==> src/design/bright_region_labeler_assert.svh <==
// ----------------------------------------------------------------------------
// bright_region_labeler assertion macros
// Concurrent assertion shorthands that are compiled away in synthesis builds.
// ----------------------------------------------------------------------------
`ifndef BRIGHT_REGION_LABELER_ASSERT_SVH
`define BRIGHT_REGION_LABELER_ASSERT_SVH
`ifndef SYNTH
`define BRL_ASSERT_IMPLIES(lbl, clk, rst_n, ante, cons) \
    lbl: assert property (@(posedge clk) disable iff (!rst_n) (ante) |-> (cons)) \
        else $error("assertion failed");
`define BRL_ASSERT_NEXT(lbl, clk, rst_n, ante, cons) \
    lbl: assert property (@(posedge clk) disable iff (!rst_n) (ante) |=> (cons)) \
        else $error("assertion failed");
`else
`define BRL_ASSERT_IMPLIES(lbl, clk, rst_n, ante, cons)
`define BRL_ASSERT_NEXT(lbl, clk, rst_n, ante, cons)
`endif
`endif

==> src/design/brl_pkg.sv <==
// ----------------------------------------------------------------------------
// brl_pkg
// Shared constants of the bright region labeler.
// ----------------------------------------------------------------------------
package brl_pkg;

    localparam int DEF_MAX_WIDTH  = 64;
    localparam int DEF_MAX_HEIGHT = 64;
    localparam int DEF_PIXEL_BITS = 16;

    localparam logic [7:0] DIM_MARK    = 8'd0;
    localparam logic [7:0] BRIGHT_MARK = 8'd1;
    localparam logic [7:0] FIRST_LABEL = 8'd2;
    localparam logic [7:0] LAST_LABEL  = 8'd254;
    localparam logic [7:0] SEED_MARK   = 8'd255;

    localparam logic [1:0] KIND_LOAD = 2'd0;
    localparam logic [1:0] KIND_RUN  = 2'd1;
    localparam logic [1:0] KIND_READ = 2'd2;

    localparam logic [1:0] REG_WIDTH  = 2'd0;
    localparam logic [1:0] REG_HEIGHT = 2'd1;
    localparam logic [1:0] REG_LIMIT  = 2'd2;

    localparam logic ANS_RUN  = 1'b0;
    localparam logic ANS_READ = 1'b1;

    typedef logic [7:0] label_t;

endpackage

==> src/design/brl_if.sv <==
// ----------------------------------------------------------------------------
// brl_in_if / brl_out_if
// Valid/ready channels for command transactions and answer transactions.
// ----------------------------------------------------------------------------
interface brl_in_if;
    logic        valid;
    logic        ready;
    logic [1:0]  kind;
    logic [5:0]  col;
    logic [5:0]  row;
    logic [15:0] pixel_value;

    modport source (output valid, output kind, output col, output row,
                    output pixel_value, input ready);
    modport sink (input valid, input kind, input col, input row,
                  input pixel_value, output ready);
endinterface

interface brl_out_if;
    logic       valid;
    logic       ready;
    logic       answer_kind;
    logic [7:0] pixel_label;
    logic [7:0] component_count;
    logic       too_many;

    modport source (output valid, output answer_kind, output pixel_label,
                    output component_count, output too_many, input ready);
    modport sink (input valid, input answer_kind, input pixel_label,
                  input component_count, input too_many, output ready);
endinterface

==> src/design/brl_ctrl.sv <==
// ----------------------------------------------------------------------------
// brl_ctrl
// Command sequencer: loads, reads, maximum scan, threshold scan, seed scan and stack fill.
// ----------------------------------------------------------------------------
`include "bright_region_labeler_assert.svh"

module brl_ctrl #(
    parameter int MAX_WIDTH  = brl_pkg::DEF_MAX_WIDTH,
    parameter int MAX_HEIGHT = brl_pkg::DEF_MAX_HEIGHT,
    parameter int PIXEL_BITS = brl_pkg::DEF_PIXEL_BITS,
    parameter int XW         = $clog2(MAX_WIDTH),
    parameter int YW         = $clog2(MAX_HEIGHT),
    parameter int AW         = XW + YW
) (
    input  logic                  clk,
    input  logic                  rst_n,
    input  logic                  cfg_we,
    input  logic [1:0]            cfg_index,
    input  logic [15:0]           cfg_data,
    brl_in_if.sink                in_ch,
    brl_out_if.source             out_ch,
    output logic                  pix_we,
    output logic [AW-1:0]         pix_addr,
    output logic [PIXEL_BITS-1:0] pix_wdata,
    input  logic [PIXEL_BITS-1:0] pix_rdata,
    output logic                  lab_we,
    output logic [AW-1:0]         lab_addr,
    output brl_pkg::label_t       lab_wdata,
    input  brl_pkg::label_t       lab_rdata,
    output logic                  stk_we,
    output logic [AW-1:0]         stk_addr,
    output logic [AW-1:0]         stk_wdata,
    input  logic [AW-1:0]         stk_rdata
);
    import brl_pkg::*;

    localparam int PB = PIXEL_BITS;
    localparam logic [3:0] S_IDLE     = 4'd0;
    localparam logic [3:0] S_READ     = 4'd1;
    localparam logic [3:0] S_MAX_RD   = 4'd2;
    localparam logic [3:0] S_MAX_CHK  = 4'd3;
    localparam logic [3:0] S_CLS_RD   = 4'd4;
    localparam logic [3:0] S_CLS_WR   = 4'd5;
    localparam logic [3:0] S_SEED_RD  = 4'd6;
    localparam logic [3:0] S_SEED_CHK = 4'd7;
    localparam logic [3:0] S_POP      = 4'd8;
    localparam logic [3:0] S_POP_DATA = 4'd9;
    localparam logic [3:0] S_NB_SEL   = 4'd10;
    localparam logic [3:0] S_NB_CHK   = 4'd11;
    localparam logic [3:0] S_DONE     = 4'd12;

    logic [3:0]    state_reg, state_next;
    logic [XW-1:0] x_reg, x_next;
    logic [YW-1:0] y_reg, y_next;
    logic [XW:0]   w_reg, w_next;
    logic [YW:0]   h_reg, h_next;
    logic [PB-1:0] limit_reg, limit_next;
    logic [PB:0]   maximum_reg, maximum_next;
    label_t        lab_reg, lab_next;
    logic          too_reg, too_next;
    logic [AW:0]   top_reg, top_next;
    logic [AW-1:0] p_reg, p_next;
    logic [1:0]    k_reg, k_next;
    logic          inside_reg, inside_next;
    logic [6:0]    width_cfg_reg, height_cfg_reg;
    logic [15:0]   limit_cfg_reg;
    logic          out_valid_reg, out_valid_next;
    logic          out_kind_reg, out_kind_next;
    label_t        out_label_reg, out_label_next;
    logic [7:0]    out_count_reg, out_count_next;
    logic          out_too_reg, out_too_next;

    logic          accept;
    logic          x_last, y_last, scan_last;
    logic          in_inside;
    logic [10:0]   wc, hc;
    logic [PB-1:0] lim_in;
    logic [PB:0]   mx;
    logic [XW-1:0] p_x, nb_x;
    logic [YW-1:0] p_y, nb_y;
    logic          nb_ok;

    assign in_ch.ready          = (state_reg == S_IDLE) && (!out_valid_reg || out_ch.ready);
    assign accept               = in_ch.valid && in_ch.ready;
    assign out_ch.valid         = out_valid_reg;
    assign out_ch.answer_kind   = out_kind_reg;
    assign out_ch.pixel_label   = out_label_reg;
    assign out_ch.component_count = out_count_reg;
    assign out_ch.too_many      = out_too_reg;

    assign x_last    = ({1'b0, x_reg} + (XW+1)'(1)) == w_reg;
    assign y_last    = ({1'b0, y_reg} + (YW+1)'(1)) == h_reg;
    assign scan_last = x_last && y_last;
    assign in_inside = (11'(in_ch.col) < 11'(MAX_WIDTH)) && (11'(in_ch.row) < 11'(MAX_HEIGHT));
    assign wc        = (11'(width_cfg_reg) > 11'(MAX_WIDTH)) ? 11'(MAX_WIDTH)
                                                            : 11'(width_cfg_reg);
    assign hc        = (11'(height_cfg_reg) > 11'(MAX_HEIGHT)) ? 11'(MAX_HEIGHT)
                                                              : 11'(height_cfg_reg);
    assign lim_in    = PB'(limit_cfg_reg);
    assign mx        = ({1'b0, pix_rdata} > maximum_reg) ? {1'b0, pix_rdata} : maximum_reg;
    assign p_x       = p_reg[XW-1:0];
    assign p_y       = p_reg[AW-1:XW];

    always_comb
    begin
        nb_x  = p_x;
        nb_y  = p_y;
        nb_ok = 1'b0;
        case (k_reg)
            2'd0:
            begin
                nb_ok = p_x != '0;
                nb_x  = p_x - XW'(1);
            end
            2'd1:
            begin
                nb_ok = p_y != '0;
                nb_y  = p_y - YW'(1);
            end
            2'd2:
            begin
                nb_ok = ({1'b0, p_x} + (XW+1)'(1)) < w_reg;
                nb_x  = p_x + XW'(1);
            end
            default:
            begin
                nb_ok = ({1'b0, p_y} + (YW+1)'(1)) < h_reg;
                nb_y  = p_y + YW'(1);
            end
        endcase
    end

    always_comb
    begin
        state_next     = state_reg;
        x_next         = x_reg;
        y_next         = y_reg;
        w_next         = w_reg;
        h_next         = h_reg;
        limit_next     = limit_reg;
        maximum_next   = maximum_reg;
        lab_next       = lab_reg;
        too_next       = too_reg;
        top_next       = top_reg;
        p_next         = p_reg;
        k_next         = k_reg;
        inside_next    = inside_reg;
        out_valid_next = out_valid_reg && !out_ch.ready;
        out_kind_next  = out_kind_reg;
        out_label_next = out_label_reg;
        out_count_next = out_count_reg;
        out_too_next   = out_too_reg;
        pix_we         = 1'b0;
        pix_addr       = {y_reg, x_reg};
        pix_wdata      = PB'(in_ch.pixel_value);
        lab_we         = 1'b0;
        lab_addr       = {y_reg, x_reg};
        lab_wdata      = lab_reg;
        stk_we         = 1'b0;
        stk_addr       = top_reg[AW-1:0];
        stk_wdata      = {nb_y, nb_x};

        case (state_reg)
            S_IDLE:
            begin
                pix_addr = {YW'(in_ch.row), XW'(in_ch.col)};
                lab_addr = {YW'(in_ch.row), XW'(in_ch.col)};
                if (accept)
                begin
                    case (in_ch.kind)
                        KIND_LOAD:
                        begin
                            pix_we = in_inside;
                        end
                        KIND_READ:
                        begin
                            inside_next = in_inside;
                            state_next  = S_READ;
                        end
                        KIND_RUN:
                        begin
                            w_next   = (XW+1)'(wc);
                            h_next   = (YW+1)'(hc);
                            x_next   = '0;
                            y_next   = '0;
                            lab_next = FIRST_LABEL;
                            too_next = 1'b0;
                            top_next = '0;
                            limit_next = lim_in;
                            if ({1'b0, {(PB-1){1'b1}}} > lim_in)
                            begin
                                maximum_next = {lim_in, 1'b0};
                            end
                            else
                            begin
                                maximum_next = {1'b0, {PB{1'b1}}};
                            end
                            if (wc == 11'd0 || hc == 11'd0)
                            begin
                                if (lim_in == '0)
                                begin
                                    maximum_next = '0;
                                end
                                state_next = S_DONE;
                            end
                            else if (lim_in == '0)
                            begin
                                maximum_next = '0;
                                state_next   = S_MAX_RD;
                            end
                            else
                            begin
                                state_next = S_CLS_RD;
                            end
                        end
                        default:
                        begin
                            state_next = S_IDLE;
                        end
                    endcase
                end
            end
            S_READ:
            begin
                out_valid_next = 1'b1;
                out_kind_next  = ANS_READ;
                out_label_next = inside_reg ? lab_rdata : DIM_MARK;
                out_count_next = 8'd0;
                out_too_next   = 1'b0;
                state_next     = S_IDLE;
            end
            S_MAX_RD:
            begin
                state_next = S_MAX_CHK;
            end
            S_MAX_CHK:
            begin
                maximum_next = mx;
                if (scan_last)
                begin
                    limit_next = mx[PB:1];
                    x_next     = '0;
                    y_next     = '0;
                    state_next = S_CLS_RD;
                end
                else
                begin
                    x_next     = y_last ? x_reg + XW'(1) : x_reg;
                    y_next     = y_last ? '0 : y_reg + YW'(1);
                    state_next = S_MAX_RD;
                end
            end
            S_CLS_RD:
            begin
                state_next = S_CLS_WR;
            end
            S_CLS_WR:
            begin
                lab_we = 1'b1;
                if ({1'b0, pix_rdata} == maximum_reg)
                begin
                    lab_wdata = SEED_MARK;
                end
                else if (pix_rdata > limit_reg)
                begin
                    lab_wdata = BRIGHT_MARK;
                end
                else
                begin
                    lab_wdata = DIM_MARK;
                end
                if (scan_last)
                begin
                    x_next     = '0;
                    y_next     = '0;
                    state_next = S_SEED_RD;
                end
                else
                begin
                    x_next     = y_last ? x_reg + XW'(1) : x_reg;
                    y_next     = y_last ? '0 : y_reg + YW'(1);
                    state_next = S_CLS_RD;
                end
            end
            S_SEED_RD:
            begin
                state_next = S_SEED_CHK;
            end
            S_SEED_CHK:
            begin
                if (lab_rdata == SEED_MARK)
                begin
                    lab_we     = 1'b1;
                    stk_we     = 1'b1;
                    stk_addr   = '0;
                    stk_wdata  = {y_reg, x_reg};
                    top_next   = (AW+1)'(1);
                    state_next = S_POP;
                end
                else if (scan_last)
                begin
                    state_next = S_DONE;
                end
                else
                begin
                    x_next     = y_last ? x_reg + XW'(1) : x_reg;
                    y_next     = y_last ? '0 : y_reg + YW'(1);
                    state_next = S_SEED_RD;
                end
            end
            S_POP:
            begin
                if (top_reg == '0)
                begin
                    if (lab_reg == LAST_LABEL)
                    begin
                        too_next   = 1'b1;
                        state_next = S_DONE;
                    end
                    else
                    begin
                        lab_next = lab_reg + 8'd1;
                        if (scan_last)
                        begin
                            state_next = S_DONE;
                        end
                        else
                        begin
                            x_next     = y_last ? x_reg + XW'(1) : x_reg;
                            y_next     = y_last ? '0 : y_reg + YW'(1);
                            state_next = S_SEED_RD;
                        end
                    end
                end
                else
                begin
                    top_next   = top_reg - (AW+1)'(1);
                    stk_addr   = AW'(top_reg - (AW+1)'(1));
                    state_next = S_POP_DATA;
                end
            end
            S_POP_DATA:
            begin
                p_next     = stk_rdata;
                k_next     = 2'd0;
                state_next = S_NB_SEL;
            end
            S_NB_SEL:
            begin
                lab_addr = {nb_y, nb_x};
                if (nb_ok)
                begin
                    state_next = S_NB_CHK;
                end
                else if (k_reg == 2'd3)
                begin
                    state_next = S_POP;
                end
                else
                begin
                    k_next = k_reg + 2'd1;
                end
            end
            S_NB_CHK:
            begin
                lab_addr = {nb_y, nb_x};
                if (lab_rdata == BRIGHT_MARK || lab_rdata == SEED_MARK)
                begin
                    lab_we   = 1'b1;
                    stk_we   = 1'b1;
                    top_next = top_reg + (AW+1)'(1);
                end
                if (k_reg == 2'd3)
                begin
                    state_next = S_POP;
                end
                else
                begin
                    k_next     = k_reg + 2'd1;
                    state_next = S_NB_SEL;
                end
            end
            S_DONE:
            begin
                out_valid_next = 1'b1;
                out_kind_next  = ANS_RUN;
                out_label_next = DIM_MARK;
                out_count_next = too_reg ? (LAST_LABEL - FIRST_LABEL + 8'd1)
                                         : (lab_reg - FIRST_LABEL);
                out_too_next   = too_reg;
                state_next     = S_IDLE;
            end
            default:
            begin
                state_next = S_IDLE;
            end
        endcase
    end

    always_ff @(posedge clk or negedge rst_n)
    begin
        if (!rst_n)
        begin
            state_reg      <= S_IDLE;
            out_valid_reg  <= 1'b0;
            top_reg        <= '0;
            lab_reg        <= FIRST_LABEL;
            too_reg        <= 1'b0;
            maximum_reg    <= '0;
            width_cfg_reg  <= 7'd64;
            height_cfg_reg <= 7'd64;
            limit_cfg_reg  <= 16'd0;
        end
        else
        begin
            state_reg     <= state_next;
            out_valid_reg <= out_valid_next;
            top_reg       <= top_next;
            lab_reg       <= lab_next;
            too_reg       <= too_next;
            maximum_reg   <= maximum_next;
            if (cfg_we)
            begin
                case (cfg_index)
                    REG_WIDTH:  width_cfg_reg  <= cfg_data[6:0];
                    REG_HEIGHT: height_cfg_reg <= cfg_data[6:0];
                    REG_LIMIT:  limit_cfg_reg  <= cfg_data;
                    default:    limit_cfg_reg  <= limit_cfg_reg;
                endcase
            end
        end
    end

    always_ff @(posedge clk)
    begin
        x_reg         <= x_next;
        y_reg         <= y_next;
        w_reg         <= w_next;
        h_reg         <= h_next;
        limit_reg     <= limit_next;
        p_reg         <= p_next;
        k_reg         <= k_next;
        inside_reg    <= inside_next;
        out_kind_reg  <= out_kind_next;
        out_label_reg <= out_label_next;
        out_count_reg <= out_count_next;
        out_too_reg   <= out_too_next;
    end

    `BRL_ASSERT_IMPLIES(a_idle_stack_empty, clk, rst_n, state_reg == S_IDLE, top_reg == '0)
    `BRL_ASSERT_IMPLIES(a_label_range, clk, rst_n, 1'b1, lab_reg >= FIRST_LABEL && lab_reg <= LAST_LABEL)
    `BRL_ASSERT_NEXT(a_push_grows, clk, rst_n, state_reg == S_NB_CHK && stk_we, top_reg == $past(top_reg) + (AW+1)'(1))
    `BRL_ASSERT_IMPLIES(a_busy_no_accept, clk, rst_n, state_reg != S_IDLE, !in_ch.ready)
endmodule

==> src/flat_wrapper.sv <==
// flat-port wrapper written by rule: the top's interface ports become plain ports
module brl_ctrl_flat import brl_pkg::*;
#(
    parameter int MAX_WIDTH  = brl_pkg::DEF_MAX_WIDTH,
    parameter int MAX_HEIGHT = brl_pkg::DEF_MAX_HEIGHT,
    parameter int PIXEL_BITS = brl_pkg::DEF_PIXEL_BITS,
    parameter int XW         = $clog2(MAX_WIDTH),
    parameter int YW         = $clog2(MAX_HEIGHT),
    parameter int AW         = XW + YW
)
  (clk, rst_n, cfg_we, cfg_index, cfg_data, pix_we, pix_addr, pix_wdata, pix_rdata, lab_we, lab_addr, lab_wdata, lab_rdata, stk_we, stk_addr, stk_wdata, stk_rdata, in_ch_valid, in_ch_kind, in_ch_col, in_ch_row, in_ch_pixel_value, in_ch_ready, out_ch_valid, out_ch_answer_kind, out_ch_pixel_label, out_ch_component_count, out_ch_too_many, out_ch_ready);
  brl_in_if in_ch_i ();
  brl_out_if out_ch_i ();
  input  logic clk;
  input  logic rst_n;
  input  logic cfg_we;
  input  logic [1:0] cfg_index;
  input  logic [15:0] cfg_data;
  output logic pix_we;
  output logic [AW-1:0] pix_addr;
  output logic [PIXEL_BITS-1:0] pix_wdata;
  input  logic [PIXEL_BITS-1:0] pix_rdata;
  output logic lab_we;
  output logic [AW-1:0] lab_addr;
  output brl_pkg::label_t lab_wdata;
  input  brl_pkg::label_t lab_rdata;
  output logic stk_we;
  output logic [AW-1:0] stk_addr;
  output logic [AW-1:0] stk_wdata;
  input  logic [AW-1:0] stk_rdata;
  input wire logic [$bits(in_ch_i.valid)-1:0] in_ch_valid;
  input wire logic [$bits(in_ch_i.kind)-1:0] in_ch_kind;
  input wire logic [$bits(in_ch_i.col)-1:0] in_ch_col;
  input wire logic [$bits(in_ch_i.row)-1:0] in_ch_row;
  input wire logic [$bits(in_ch_i.pixel_value)-1:0] in_ch_pixel_value;
  output wire logic [$bits(in_ch_i.ready)-1:0] in_ch_ready;
  output wire logic [$bits(out_ch_i.valid)-1:0] out_ch_valid;
  output wire logic [$bits(out_ch_i.answer_kind)-1:0] out_ch_answer_kind;
  output wire logic [$bits(out_ch_i.pixel_label)-1:0] out_ch_pixel_label;
  output wire logic [$bits(out_ch_i.component_count)-1:0] out_ch_component_count;
  output wire logic [$bits(out_ch_i.too_many)-1:0] out_ch_too_many;
  input wire logic [$bits(out_ch_i.ready)-1:0] out_ch_ready;
  assign in_ch_i.valid = in_ch_valid;
  assign in_ch_i.kind = in_ch_kind;
  assign in_ch_i.col = in_ch_col;
  assign in_ch_i.row = in_ch_row;
  assign in_ch_i.pixel_value = in_ch_pixel_value;
  assign in_ch_ready = in_ch_i.ready;
  assign out_ch_valid = out_ch_i.valid;
  assign out_ch_answer_kind = out_ch_i.answer_kind;
  assign out_ch_pixel_label = out_ch_i.pixel_label;
  assign out_ch_component_count = out_ch_i.component_count;
  assign out_ch_too_many = out_ch_i.too_many;
  assign out_ch_i.ready = out_ch_ready;
  brl_ctrl #(.MAX_WIDTH(MAX_WIDTH), .MAX_HEIGHT(MAX_HEIGHT), .PIXEL_BITS(PIXEL_BITS), .XW(XW), .YW(YW), .AW(AW)) u_core (.clk(clk), .rst_n(rst_n), .cfg_we(cfg_we), .cfg_index(cfg_index), .cfg_data(cfg_data), .in_ch(in_ch_i), .out_ch(out_ch_i), .pix_we(pix_we), .pix_addr(pix_addr), .pix_wdata(pix_wdata), .pix_rdata(pix_rdata), .lab_we(lab_we), .lab_addr(lab_addr), .lab_wdata(lab_wdata), .lab_rdata(lab_rdata), .stk_we(stk_we), .stk_addr(stk_addr), .stk_wdata(stk_wdata), .stk_rdata(stk_rdata));
endmodule
==> config.mk <==
export PLATFORM = sky130hd
export DESIGN_NAME = brl_ctrl_flat
export DESIGN_NICKNAME = d
export VERILOG_FILES = /design/src/design/brl_pkg.sv /design/src/design/brl_if.sv /design/src/design/brl_ctrl.sv /design/src/flat_wrapper.sv
export VERILOG_INCLUDE_DIRS = /design/src /design/src/design
export SDC_FILE = /design/constraint.sdc
export NUM_CORES = 1
export LEC_CHECK = 0
export ABC_AREA = 0
export ABC_CLOCK_PERIOD_IN_PS = 8500
export BUFFER_PORTS_ARGS = -buffer_cell sky130_fd_sc_hd__buf_4
export CAP_MARGIN = 10
export CORE_MARGIN = 10
export CORE_UTILIZATION = 60
export CTS_CLUSTER_DIAMETER = 80
export CTS_CLUSTER_SIZE = 20
export DETAILED_ROUTE_END_ITERATION = 10
export PLACE_DENSITY = 0.82
export SYNTH_ARGS = -nofsm -noshare
export SYNTH_HDL_FRONTEND = slang
export SYNTH_SLANG_ARGS = --single-unit
==> constraint.sdc <==
create_clock -name clk -period 8.5 [get_ports clk]
set_input_delay 0.85 -clock clk [delete_from_list [all_inputs] [get_ports clk]]
set_output_delay 0.85 -clock clk [all_outputs]
set_load 0.005 [all_outputs]
==> results by group <==
Clock network
  • CTS tree: yes
  • Post-CTS sizing: 0
  • Setup bufs post-CTS: 0
  • CTS Buffer Depth: 2
  • Reg clk slew, reported paths: 70 ps
  • CTS Root Cell: clkbuf_16
  • Htree depth: 4
  • Clock sinks: 148
  • Clock Latency Late Sink: 430 ps
  • Hold_buf cts: 0
  • TritonCTS Buffers: 17

Setup path
  • Reg2reg path depth: 8
  • Crit-path max FO: 22
  • Critical Path Source Type: flop
  • Worst setup EP type: primary output
  • Worst EP arrival: 3550 ps
  • CP required: 7650 ps
  • Setup CP Type: flop to primary output

Layout
  • Antenna diode count: 0
  • Final Non-Filler Cells: 1462
  • Fraction of layout cells with a size suffix above 1: 19.1%
  • Max FFs per register: 17
  • Most common cell after layout, fill and taps aside: buf_4
  • Register area: 4080 um2
  • # nets final: 1388
  • Area of the multi-input gates: 5410 um2
  • Commonest non-fill, non-tap cells in the layout: buf_4, nand2_1, nor2_1, edfxtp_1, dfrtp_1
  • Fill count: 1242
  • Area growth, synth to finish: 16.9%

Route
  • Initial DRC Count: 772
  • Via/cell ratio: 6.10
  • Vias after detailed routing: 8922
  • # DRC: 0
  • Detail Route Antenna Nets: 0
  • Initial DRT Pass Iterations: 5
  • Total Wirelength: 27.5 mm
  • Wire length per cell: 18.8 um

Timing
  • WHS: 272 ps
  • Setup tns final: 0 ps
  • Measured slew at the worst slew-check pin: 1160 ps
  • Final Setup Violations: 0
  • Worst clock skew: 8.84 ps
  • Fin. Hold Viols: 0
  • RSZ-0062 raised after global routing: false
  • Max Clk Rate: 227 MHz
  • Minimum clock period: 4400 ps
  • Final Max Slew Viols: 0
  • Slew headroom: 22.7%
  • Period Utilization, post-route: 51.8%

Floorplanning
  • Core area: 16500 um2
  • Chip Width: 150 um
  • Initial Util: 60.9%
  • DIE AREA: 22400 um2
  • Num rows: 47
  • I/O pin total: 184
  • Die Y: 150 um

Yosys
  • Asr flop ratio synth: 50.0%
  • Synthesized cell area: 10100 um2
  • Synth top area share: 22.1%
  • Synth Register Bits: 148
  • Count of cell types in the netlist: 70
  • Synth Area per Inst: 8.94 um2
  • Synth area leaders: edfxtp_1, dfrtp_1, ha_1
  • Mapped Cells: 1126
  • Mapped Nets: 1285
  • Main synth FF type: edfxtp_1
  • Yosys warns: 0
  • Sequential share of the synthesized area: 40.5%
  • Post-synth EDFFs: 74
  • Leading area contributor after synthesis: edfxtp_1

Global route
  • GRT overflow: 0
  • First-pass GRT wire length: 44.4 mm
  • Initial antenna violation count: 0
  • Largest net degree at the start of global routing: 61
  • Via count of the first global-routing pass: 8679
  • GR Util All Layers: 24.5%

Placement
  • IO Port Bufs: 151
  • Detail Placement HPWL: 20.5 mm
  • Placed Cells incl. Taps: 1430
  • Final GP Congestion: 0.980

Status
  • Status: finished clean

Min path
  • Hold Crit Class: input port to asynchronous set/reset pin

Pwr
  • Maximum VDD drop: 0.170 mV
  • Leak Pwr: 5.23 nW
  • Power density over the cells: 213 nW/um2

Run
  • Max-Cap Viols: 0
[where the power goes]
group	internal, mW	switching, mW
combinational	0.330	0.437
sequential	0.876	0.109
clock	0.435	0.315
[layout make-up]
type                            count  area share [%]
Multi-Input combinational cell    841            46.0
Sequential cell                   148            34.7
Timing Repair Buffer              157            10.0
Clock buffer                       18            3.65
Tap cell                          220            2.34
Inverter                           64            2.04
Clock inverter                     14            1.31
[critical path, cell delays in order (launching register included)]
cell	delay, ps
edfxtp_1	810
nor2b_1	580
ha_1	350
a21o_1	170
a21oi_1	210
o21bai_1	90
a21oi_1	180
nor2_1	70
a21oi_1	170
xor2_1	200
a21oi_1	90
buf_4	180
[path summary, 6_finish.rpt]
check / start / endpoint / slack, ps
min in group clk: u_core.height_cfg_reg[4] / u_core.height_cfg_reg[4] / 530
min: rst_n / u_core.top_reg[5] / 270
max reg2reg: u_core.y_reg[0] / u_core.limit_reg[15] / 4730
max in group asynchronous: rst_n / u_core.maximum_reg[13] / 7170
min reg2reg: u_core.height_cfg_reg[4] / u_core.height_cfg_reg[4] / 530
max: u_core.k_reg[0] / stk_wdata[11] / 4100
[synthesized netlist by cell type (all sizes together), types with 5 or more instances]
| cell | count |
|---|---|
| o21ai | 57 |
| buf | 20 |
| a21o | 17 |
| inv | 64 |
| and4 | 6 |
| nor4 | 15 |
| o31ai | 7 |
| clkbuf | 53 |
| edfxtp | 74 |
| a21oi | 67 |
| dfrtp | 71 |
| xor2 | 17 |
| nand2b | 8 |
| ha | 68 |
| o22ai | 18 |
| nor3 | 19 |
| nand4 | 17 |
| and2 | 11 |
| mux2 | 33 |
| or3 | 5 |
| o211ai | 8 |
| and3 | 8 |
| xnor2 | 34 |
| mux2i | 8 |
| nor2b | 20 |
| a31oi | 39 |
| nor2 | 126 |
| nand3 | 40 |
| nand2 | 133 |
[kinds of logic after synthesis]
family	count (synthesis)	synth area share, %
buf+inv	137	5.89
simple gates	423	19.5
flops	148	40.5
fa+ha+maj	70	8.85
mux	41	4.53
compound gates	255	15.9
xor+xnor	52	4.81
[per-layer routing]
layer,up-vias,global-route usage (%),share of wire [%]
met2,399,41.2,50
met3,63,4.59,7.1
met5,-,0,0
li1,4233,-,-
met1,4227,30.1,40
met4,0,10.4,2.9
[stage by stage]
step | setup WS [ps] | utilization, % | cell area (um2) | total power, mW
finish | 4100 | 71.2 | 11800 | 2.50
global route | 3840 | 71.2 | 11800 | 2.63
CTS | 4120 | 71.2 | 11800 | 2.50
detailed placement | 4570 | 67.7 | 11200 | 1.75
global placement | 4760 | 67.7 | 11200 | 1.72
floorplan | 4460 | - | 10100 | 1.46
(Power assumes the default switching activity.)
